`src/hdl/fpa_pkg.sv`:
```
// ---------------------------------------------------------------------------
// fpa_pkg
// Shared types and constants for the fixed partition allocator.
// ---------------------------------------------------------------------------
`default_nettype none

package fpa_pkg;

  localparam int NUM_PARTS = 32;
  localparam int SIZE_W    = 16;
  localparam int REQ_W     = 16;
  localparam int PIDX_W    = 5;
  localparam int OIDX_W    = 5;
  localparam int BC_W      = 6;
  localparam int MODE_W    = 2;
  localparam int CFG_IDX_W = 2;
  localparam int CFG_DAT_W = 6;

  localparam int IDX_W  = (NUM_PARTS > 1) ? $clog2(NUM_PARTS) : 1;
  localparam int CNT_W  = $clog2(NUM_PARTS + 1);
  localparam int NEED_W = (SIZE_W > REQ_W) ? SIZE_W : REQ_W;
  localparam int ZW     = ((PIDX_W > IDX_W) ? PIDX_W : IDX_W) + 1;
  localparam int LIM_W  = (BC_W > CNT_W) ? BC_W : CNT_W;

  // request types
  localparam logic [1:0] REQ_LOAD    = 2'd0;
  localparam logic [1:0] REQ_ALLOC   = 2'd1;
  localparam logic [1:0] REQ_RESTORE = 2'd2;

  // response status codes
  localparam logic [1:0] ST_DONE  = 2'd0;
  localparam logic [1:0] ST_GRANT = 2'd1;
  localparam logic [1:0] ST_NOFIT = 2'd2;

  // fit policies (anything else is first fit)
  localparam logic [MODE_W-1:0] FIT_FIRST = 2'd0;
  localparam logic [MODE_W-1:0] FIT_BEST  = 2'd1;
  localparam logic [MODE_W-1:0] FIT_WORST = 2'd2;

  // configuration register indexes
  localparam logic [CFG_IDX_W-1:0] CFG_FIT_MODE    = 2'd0;
  localparam logic [CFG_IDX_W-1:0] CFG_BLOCK_COUNT = 2'd1;

  typedef struct packed {
    logic [1:0]        req_type;
    logic [PIDX_W-1:0] part_index;
    logic [REQ_W-1:0]  req_size;
  } fpa_cmd_t;

  typedef struct packed {
    logic [1:0]        status;
    logic [OIDX_W-1:0] granted_index;
  } fpa_rsp_t;

  // table update broadcast to every cell
  typedef struct packed {
    logic              load;
    logic              clear;
    logic              grant;
    logic [IDX_W-1:0]  wr_idx;
    logic [SIZE_W-1:0] wr_size;
    logic [IDX_W-1:0]  grant_idx;
  } fpa_ctl_t;

  // search terms broadcast to every cell
  typedef struct packed {
    logic [NEED_W-1:0] need;
    logic [MODE_W-1:0] mode;
    logic [LIM_W-1:0]  limit;
  } fpa_scan_t;

  // best-so-far record travelling down the chain
  typedef struct packed {
    logic              found;
    logic [IDX_W-1:0]  idx;
    logic [SIZE_W-1:0] size;
  } fpa_cand_t;

endpackage

`default_nettype wire

```
`src/hdl/fpa_cell.sv`:
```
// ---------------------------------------------------------------------------
// fpa_cell
// One partition entry: size and used mark, plus one step of the fit search.
// ---------------------------------------------------------------------------
`default_nettype none

module fpa_cell
  import fpa_pkg::*;
(
  input  wire logic             clk,
  input  wire logic             rst,
  input  wire logic [IDX_W-1:0] cell_idx,
  input  wire fpa_ctl_t         ctl,
  input  wire fpa_scan_t        scan,
  input  wire fpa_cand_t        cand_in,
  output fpa_cand_t             cand_out,
  output logic                  used
);

  logic [SIZE_W-1:0] size;
  logic              eligible;
  logic              take;
  fpa_cand_t         cand_next;

  always_ff @(posedge clk) begin
    if (ctl.load && ctl.wr_idx == cell_idx) begin
      size <= ctl.wr_size;
    end
  end

  always_ff @(posedge clk) begin
    if (rst) begin
      used <= 1'b0;
    end else if (ctl.clear) begin
      used <= 1'b0;
    end else if (ctl.load && ctl.wr_idx == cell_idx) begin
      used <= 1'b0;
    end else if (ctl.grant && ctl.grant_idx == cell_idx) begin
      used <= 1'b1;
    end
  end

  always_comb begin
    eligible = (LIM_W'(cell_idx) < scan.limit) && !used &&
               (NEED_W'(size) >= scan.need);
    take = eligible &&
           (!cand_in.found ||
            (scan.mode == FIT_BEST  && size < cand_in.size) ||
            (scan.mode == FIT_WORST && size > cand_in.size));
    cand_next = cand_in;
    if (take) begin
      cand_next.found = 1'b1;
      cand_next.idx   = cell_idx;
      cand_next.size  = size;
    end
  end

  always_ff @(posedge clk) begin
    if (rst) begin
      cand_out.found <= 1'b0;
    end else begin
      cand_out.found <= cand_next.found;
    end
    cand_out.idx  <= cand_next.idx;
    cand_out.size <= cand_next.size;
  end

endmodule

`default_nettype wire

```
`src/hdl/fixed_partition_allocator_top.sv`:
```
// ---------------------------------------------------------------------------
// fixed_partition_allocator_top
// Fixed partition table with first, best and worst fit allocation.
// ---------------------------------------------------------------------------
//
//  channel  signals                         word
//  -------  ------------------------------  ---------------------------------
//  cmd      cmd_valid / cmd_ready / cmd     req_type, part_index, req_size
//  rsp      rsp_valid / rsp_ready / rsp     status, granted_index
//  cfg      cfg_valid / cfg_ready / index   cfg_data into fit_mode, block_count
//
//  Load and restore words: the response is registered when the word is taken.
//  Allocate: the response waits for the candidate record walking the row
//    of cells one cell per clock.
//  Reset: used marks cleared, fit_mode first fit, block_count 32; sizes
//    stay undefined until loaded.
//  A stalled rsp holds the finished allocate in the scan state; cmd is taken
//    only when idle and the response register is free or draining.
//  cfg_ready is always high.
// ---------------------------------------------------------------------------
`default_nettype none

module fixed_partition_allocator_top
  import fpa_pkg::*;
(
  input  wire logic                 clk,
  input  wire logic                 rst,
  input  wire logic                 cmd_valid,
  output logic                      cmd_ready,
  input  wire fpa_cmd_t             cmd,
  output logic                      rsp_valid,
  input  wire logic                 rsp_ready,
  output fpa_rsp_t                  rsp,
  input  wire logic                 cfg_valid,
  output logic                      cfg_ready,
  input  wire logic [CFG_IDX_W-1:0] cfg_index,
  input  wire logic [CFG_DAT_W-1:0] cfg_data
);

  typedef enum logic [1:0] {
    IDLE = 2'b01,
    SCAN = 2'b10
  } state_t;

  state_t            state, state_next;
  logic [CNT_W-1:0]  cnt;
  logic [NEED_W-1:0] need;
  logic [MODE_W-1:0] fit_mode;
  logic [BC_W-1:0]   block_count;
  logic [LIM_W-1:0]  bc_ext;
  logic [ZW-1:0]     pidx_ext;
  logic [ZW-1:0]     pick_ext;

  logic      cmd_fire, rsp_free, scan_done;
  fpa_ctl_t  ctl;
  fpa_scan_t scan;
  fpa_cand_t chain [NUM_PARTS+1];
  logic [NUM_PARTS-1:0] used_vec;

  assign cfg_ready = 1'b1;

  // configuration registers
  always_ff @(posedge clk) begin
    if (rst) begin
      fit_mode    <= FIT_FIRST;
      block_count <= BC_W'(32);
    end else if (cfg_valid) begin
      case (cfg_index)
        CFG_FIT_MODE:    fit_mode    <= cfg_data[MODE_W-1:0];
        CFG_BLOCK_COUNT: block_count <= cfg_data[BC_W-1:0];
        default: ;
      endcase
    end
  end

  assign rsp_free  = !rsp_valid || rsp_ready;
  assign cmd_ready = (state == IDLE) && rsp_free;
  assign cmd_fire  = cmd_valid && cmd_ready;
  assign scan_done = (state == SCAN) && (cnt == CNT_W'(NUM_PARTS)) && rsp_free;

  // load index range check, widened so NUM_PARTS itself fits
  assign pidx_ext = ZW'(cmd.part_index);
  assign pick_ext = ZW'(chain[NUM_PARTS].idx);

  // block_count widened; the scan limit below saturates it at the table depth
  assign bc_ext = LIM_W'(block_count);

  always_comb begin
    ctl.load      = cmd_fire && cmd.req_type == REQ_LOAD &&
                    pidx_ext < ZW'(NUM_PARTS);
    ctl.clear     = cmd_fire && cmd.req_type == REQ_RESTORE;
    ctl.grant     = scan_done && chain[NUM_PARTS].found;
    ctl.wr_idx    = pidx_ext[IDX_W-1:0];
    ctl.wr_size   = cmd.req_size[SIZE_W-1:0];
    ctl.grant_idx = chain[NUM_PARTS].idx;
    scan.need     = need;
    scan.mode     = fit_mode;
    scan.limit    = (bc_ext > LIM_W'(NUM_PARTS)) ? LIM_W'(NUM_PARTS) : bc_ext;
  end

  // chain head always injects an empty record; once it has walked every cell
  // with stable table and terms the tail holds the chosen partition
  always_comb begin
    chain[0] = '0;
  end

  for (genvar k = 0; k < NUM_PARTS; k++) begin : g_cell
    fpa_cell u_cell (
      .clk      (clk),
      .rst      (rst),
      .cell_idx (IDX_W'(k)),
      .ctl      (ctl),
      .scan     (scan),
      .cand_in  (chain[k]),
      .cand_out (chain[k+1]),
      .used     (used_vec[k])
    );
  end

  always_comb begin
    state_next = state;
    case (state)
      IDLE: if (cmd_fire && cmd.req_type == REQ_ALLOC) state_next = SCAN;
      SCAN: if (scan_done) state_next = IDLE;
      default: state_next = IDLE;
    endcase
  end

  always_ff @(posedge clk) begin
    if (rst) begin
      state <= IDLE;
      cnt   <= '0;
    end else begin
      state <= state_next;
      if (cmd_fire) begin
        cnt <= '0;
      end else if (state == SCAN && cnt != CNT_W'(NUM_PARTS)) begin
        cnt <= cnt + CNT_W'(1);
      end
    end
  end

  always_ff @(posedge clk) begin
    if (cmd_fire) begin
      need <= NEED_W'(cmd.req_size);
    end
  end

  // response register
  always_ff @(posedge clk) begin
    if (rst) begin
      rsp_valid <= 1'b0;
    end else if (scan_done || (cmd_fire && cmd.req_type != REQ_ALLOC)) begin
      rsp_valid <= 1'b1;
    end else if (rsp_ready) begin
      rsp_valid <= 1'b0;
    end
  end

  always_ff @(posedge clk) begin
    if (scan_done) begin
      if (chain[NUM_PARTS].found) begin
        rsp.status        <= ST_GRANT;
        rsp.granted_index <= pick_ext[OIDX_W-1:0];
      end else begin
        rsp.status        <= ST_NOFIT;
        rsp.granted_index <= '0;
      end
    end else if (cmd_fire) begin
      rsp.status        <= ST_DONE;
      rsp.granted_index <= '0;
    end
  end

  // ---- checks ----
  a_cnt_bound: assert property (@(posedge clk) disable iff (rst)
    cnt <= CNT_W'(NUM_PARTS))
    else $error("scan counter overran");

  a_cmd_progress: assert property (@(posedge clk) disable iff (rst)
    cmd_fire |=> (rsp_valid || state == SCAN))
    else $error("accepted word produced no response or scan");

  a_grant_marks: assert property (@(posedge clk) disable iff (rst)
    ctl.grant |=> used_vec[$past(chain[NUM_PARTS].idx)])
    else $error("granted partition not marked used");

  a_nofit_index: assert property (@(posedge clk) disable iff (rst)
    (rsp_valid && rsp.status != ST_GRANT) |-> rsp.granted_index == '0)
    else $error("index set without a grant");

endmodule

`default_nettype wire

```
`config.mk`:
```
export PLATFORM = sky130hd
export DESIGN_NAME = fixed_partition_allocator_top
export DESIGN_NICKNAME = d
export VERILOG_FILES = /design/src/hdl/fpa_pkg.sv /design/src/hdl/fpa_cell.sv /design/src/hdl/fixed_partition_allocator_top.sv
export SDC_FILE = /design/constraint.sdc
export NUM_CORES = 2
export LEC_CHECK = 0
export ABC_AREA = 1
export BUFFER_PORTS_ARGS = -buffer_cell sky130_fd_sc_hd__buf_4
export CAP_MARGIN = 30
export CORE_MARGIN = 2
export CORE_UTILIZATION = 55
export CTS_CLUSTER_DIAMETER = 40
export DETAILED_ROUTE_END_ITERATION = 12
export HOLD_SLACK_MARGIN = 0.03
export PLACE_DENSITY = 0.68
export RECOVER_POWER = 50
export SLEW_MARGIN = 20
export SYNTH_ARGS = -nofsm -noshare
export SYNTH_HDL_FRONTEND = slang
export SYNTH_HIERARCHICAL = 1
export SYNTH_SLANG_ARGS = --single-unit
```
`constraint.sdc`:
```
create_clock -name clk -period 5 [get_ports clk]
set_input_delay 0.5 -clock clk [delete_from_list [all_inputs] [get_ports clk]]
set_output_delay 0.5 -clock clk [all_outputs]
set_load 0.01 [all_outputs]
```
# ---- Word level (Yosys, flattened, before mapping)
# Index checks and enable logic that the tools add are counted.
dict set report word_totals {
  latch_bits 0
  inputBits 36
  ram_bits 0
  romBits 0
  regBits 1272
  n_memories 0
}
dict set report classes {
  multipliers 0
  add_sub_neg 1
  n_div 0
  muxes 41
  n_reduce_logical 402
  n_shift 0
  eq_ne 74
  order_cmp 128
  bitwise 0
}
# operator count
set op_table {}
lappend op_table {{22-bit two-way mux} 32}
lappend op_table {{16-bit >= comparator} 32}
lappend op_table {{16-bit > comparator} 31}
lappend op_table {{16-bit less-than comparator} 31}
lappend op_table {{1-bit logical AND} 232}
lappend op_table {{5-bit equality test (second input constant)} 32}
lappend op_table {{5-bit by 6-bit less-than comparator with 1-bit output (first input constant)} 16}
lappend op_table {{3-bit OR reduction} 32}
lappend op_table {{5-bit by 4-bit equality test with 1-bit output (second input constant)} 16}
lappend op_table {{1-bit zero test} 64}
lappend op_table {{1-bit logical OR} 64}
lappend op_table {{4-bit by 6-bit less-than comparator with 1-bit output (first input constant)} 8}
lappend op_table {{5-bit by 3-bit equality test with 1-bit output (second input constant)} 8}
lappend op_table {{3-bit by 6-bit less-than comparator with 1-bit output (first input constant)} 4}
lappend op_table {{7-bit two-way mux} 3}
lappend op_table {{5-bit by 2-bit equality test with 1-bit output (second input constant)} 4}
lappend op_table {{1-bit by 6-bit less-than comparator with 1-bit output (first input constant)} 2}
lappend op_table {{2-bit by 6-bit less-than comparator with 1-bit output (first input constant)} 2}
lappend op_table {{5-bit by 1-bit equality test with 1-bit output (second input constant)} 2}
lappend op_table {{5-bit zero test} 2}
lappend op_table {{2-bit by 1-bit equality test with 1-bit output (second input constant)} 4}
lappend op_table {{6-bit by 1-bit adder with 6-bit output (second input constant)} 1}
lappend op_table {{2-bit equality test (second input constant)} 3}
lappend op_table {{6-bit equality test (second input constant)} 1}
lappend op_table {{13 further kinds} 20}

# ---- Longest topological paths before layout
dict set report depth {
  depth_word 8
  mapped_depth 17
  depth_no_buf 16
}

# ---- Cells and area by module
# The synthesis kept the hierarchy.
# mod seq_area_each_um2 area_each_um2 cells_per_inst instances
set modules_own_cells {}
lappend modules_own_cells {fpa_cell 940.9 2524.9 314 32}
lappend modules_own_cells {fixed_partition_allocator_top 1031.0 1641.6 168 1}

# ---- Worst setup path before layout
# No wires, ideal clock.
dict set report synth_timing {
  kind {register to register}
  start {register block_count[4], in the netlist bc_ext[4]}
  end {register g_cell[20].u_cell/cand_out[11] (netlist name)}
  n_path_buf 1
  t_required_ns 4.888
  t_arrival_ns 3.524
  setup_time_ns 0.112
  path_stages_with_launch 16
  path_slack_ns 1.363
  path_cell_list {dfxtp_1 nor2_1 nand3_1 a21boi_0 inv_1 ha_1 a21o_1 a21oi_1 nor2_1 nor2_1 nand2_1 inv_2 nand2_4 buf_8 nand2_2 nand2_1}
}
# item line_no
set synth_lines {}
lappend synth_lines {{from (decl)} fixed_partition_allocator_top.sv:49} ;# logic [BC_W-1:0] block_count;
lappend synth_lines {{from (signal assigned)} fixed_partition_allocator_top.sv:70} ;# CFG_BLOCK_COUNT: block_count <= cfg_data[BC_W-1:0];
lappend synth_lines {{to (decl)} fpa_cell.sv:16} ;# output fpa_cand_t cand_out,

==> impl_metrics.toml <==
[clock_network]
cts_hold_buf = 11
clockBufferDepth = 3
cts_resized = 0
clkLatencyLatePin_ns = 0.85
htree_num_levels = 4
cts_buffers = 202
cts.sinks = 1272
clk_pin_slew_ns = 0.05
post_cts_buffers = 0
cts-root-buf = "clkbuf_16"
cts_tree = "built"

[critical_path]
crit_family = "buffers and inverters"
crit_buf_inv = 3
path_class = "in -> reg"
critPathMaxStageDelay_ns = 2.14
crit_path_end_kind = "flip-flop"
arrival_ns = 4.60
crit_fanout = 30
slowest_stage = "clkbuf_1"
required_ns = 5.73
crit_path_cell_trace = "clkbuf_1 -> inv_1 -> o21ai_0 -> nor2_1 -> dlygate4sd3_1"
regToRegSetupSlack_ns = 1.37
cp-start-kind = "input pin"

[route]
vias = 66700
routed_wl_mm = 223
first_iter_violations = 4497
wire_per_inst_um = 17.0
drc_errors = 0
dr.pass1.iters = 8
avgViaCountPerCell = 5.09
drtAntennaViolNets = 0

[floorplanning]
initial_core_util_pct = 55.4
core.rowCount = 141
num_io_pins = 46
die_w_um = 390
core_area_um2 = 148000
die_area_um2 = 152000
die_y_um = 390

[global_routing]
grt_pass1_vias = 65900
grtUsageTotal_pct = 29.4
grt_max_degree = 71
antenna_found_initial = 14
grt_pass1_wl_mm = 351
grt-ovfl-total = 0

[sta]
tightest_slew_ns = 3.73
period_needed_ns = 3.87
rsz0062_at_grt = "false"
hold_violations = 0
fin_hold_ws_ns = 0.0879
layout_setup_ws_ns = 1.13
setup_viol = 0
period_share_pct = 77.5
clock.fmax_ghz = 0.258
slew_viol_final = 576
fin_skew_ns = 0.0613
finalSetupTns_ns = 0
slew_headroom_pct = -149

[logic_synthesis]
netlist_instances = 10100
yosys_warnings = 6
avgSynthCellArea_um2 = 8.07
netlist_area_um2 = 81900

[power]
clkPwrFrac_pct = 42.5
power.density_nw_per_um2 = 363
power_leakage_nw = 48.5
total_power_w = 0.0338
power_frac_seq_pct = 38.4
swShare_pct = 31.5
power_frac_comb_pct = 19.0
power_switching_w = 0.0106
p_int_w = 0.0232
vdd_ir_drop_max_uv = 325

[run_status]
status = "finished with violations"
violations = "capacitance limit, slew limit"

[min_path]
hold_class = "in -> reg"

[placed_design]
gp_congestion = 0.907
dp_slack_ns = 1.46
hpwl_mm = 156
portBuffers = 44

[layout]
nets = 12200
drive_above_1_share_pct = 10.4
fill_cells = 12700
area_growth_syn_to_layout_pct = 13.9

[run]
maxCapViolations = 17
## layout by cell type, fill, tap and decap left out, types with 380 or more instances in the layout
cell type  count
inv_1       1820
dfxtp_1      729
conb_1       712
nand2_2      380
ha_1        1154
nand3_1      893
nor2_1       533
nand2_1     2492
edfxtp_1     535
a21oi_1      424
## registers in the layout (all words and copies together) (netlist names)
signal / flops
cnt: 6
state: 2
need: 16
g_cell.u_cell/used: 32
bc_ext: 6
g_cell.u_cell/size: 512
g_cell.u_cell/cand_out: 688
fit_mode: 2
rsp_valid: 1
rsp: 7
## power groups by stage
stage	Combinational (W)	Sequential [W]	Clock (W)
2_1_floorplan	0.00490	0.0129	0
3_3_place_gp	0.00598	0.0132	0
3_5_place_dp	0.00633	0.0132	0
4_1_cts	0.00640	0.0130	0.0146
5_1_grt	0.00742	0.0131	0.0150
6_report	0.00644	0.0130	0.0144
## tightest hold or removal path: stages
cell     delay, ns
buf_4         0.09
inv_1         0.07
nand4_1       0.12
nand2_1       0.05
nand2_1       0.07
## final cells by class
type	count	area (µm²)	share of cell area (%)
multi-input cells	7508	44900	48.1
flip-flops and latches	1272	30800	33.1
inverters	1887	7080	7.59
clock buffers	250	5570	5.97
well taps	1930	2410	2.59
clock inverters	135	1560	1.68
repair buffers	124	931	0.998
diodes	3	7.51	0.00805
## worst paths after layout
check | start | end | cells past startpoint
worst max-delay path | rst | fit_mode[0]$_SDFFE_PP0P_ | 5
worst min-delay path | cmd[22] | state[0]$_SDFFE_PP1P_ | 5
worst max register to register | bc_ext[5]$_SDFFE_PP1P_ | g_cell[21].u_cell/cand_out[3]$_DFF_P_ | 13
worst min register to register | g_cell[20].u_cell/cand_out[20]$_DFF_P_ | g_cell[21].u_cell/cand_out[20]$_DFF_P_ | 2
## routing by layer
metal | vias to the layer above | wire [µm] | GRT usage, %
met5 | - | 0 | 0
met4 | 0 | 9810 | 12.9
met3 | 555 | 13100 | 3.98
met2 | 1772 | 108000 | 51.6
met1 | 31000 | 92000 | 35.9
li1 | 33400 | - | -
## per-stage QoR
stage	instance area [µm²]	util (%)	std cells
floorplan	84500	-	10900
global placement	86100	58.2	12700
detailed placement	86100	58.3	12700
CTS	93400	63.2	13100
global route	93300	63.1	13100
finish	93300	63.1	13100
Note: power is estimated with default switching activity, not from simulation.
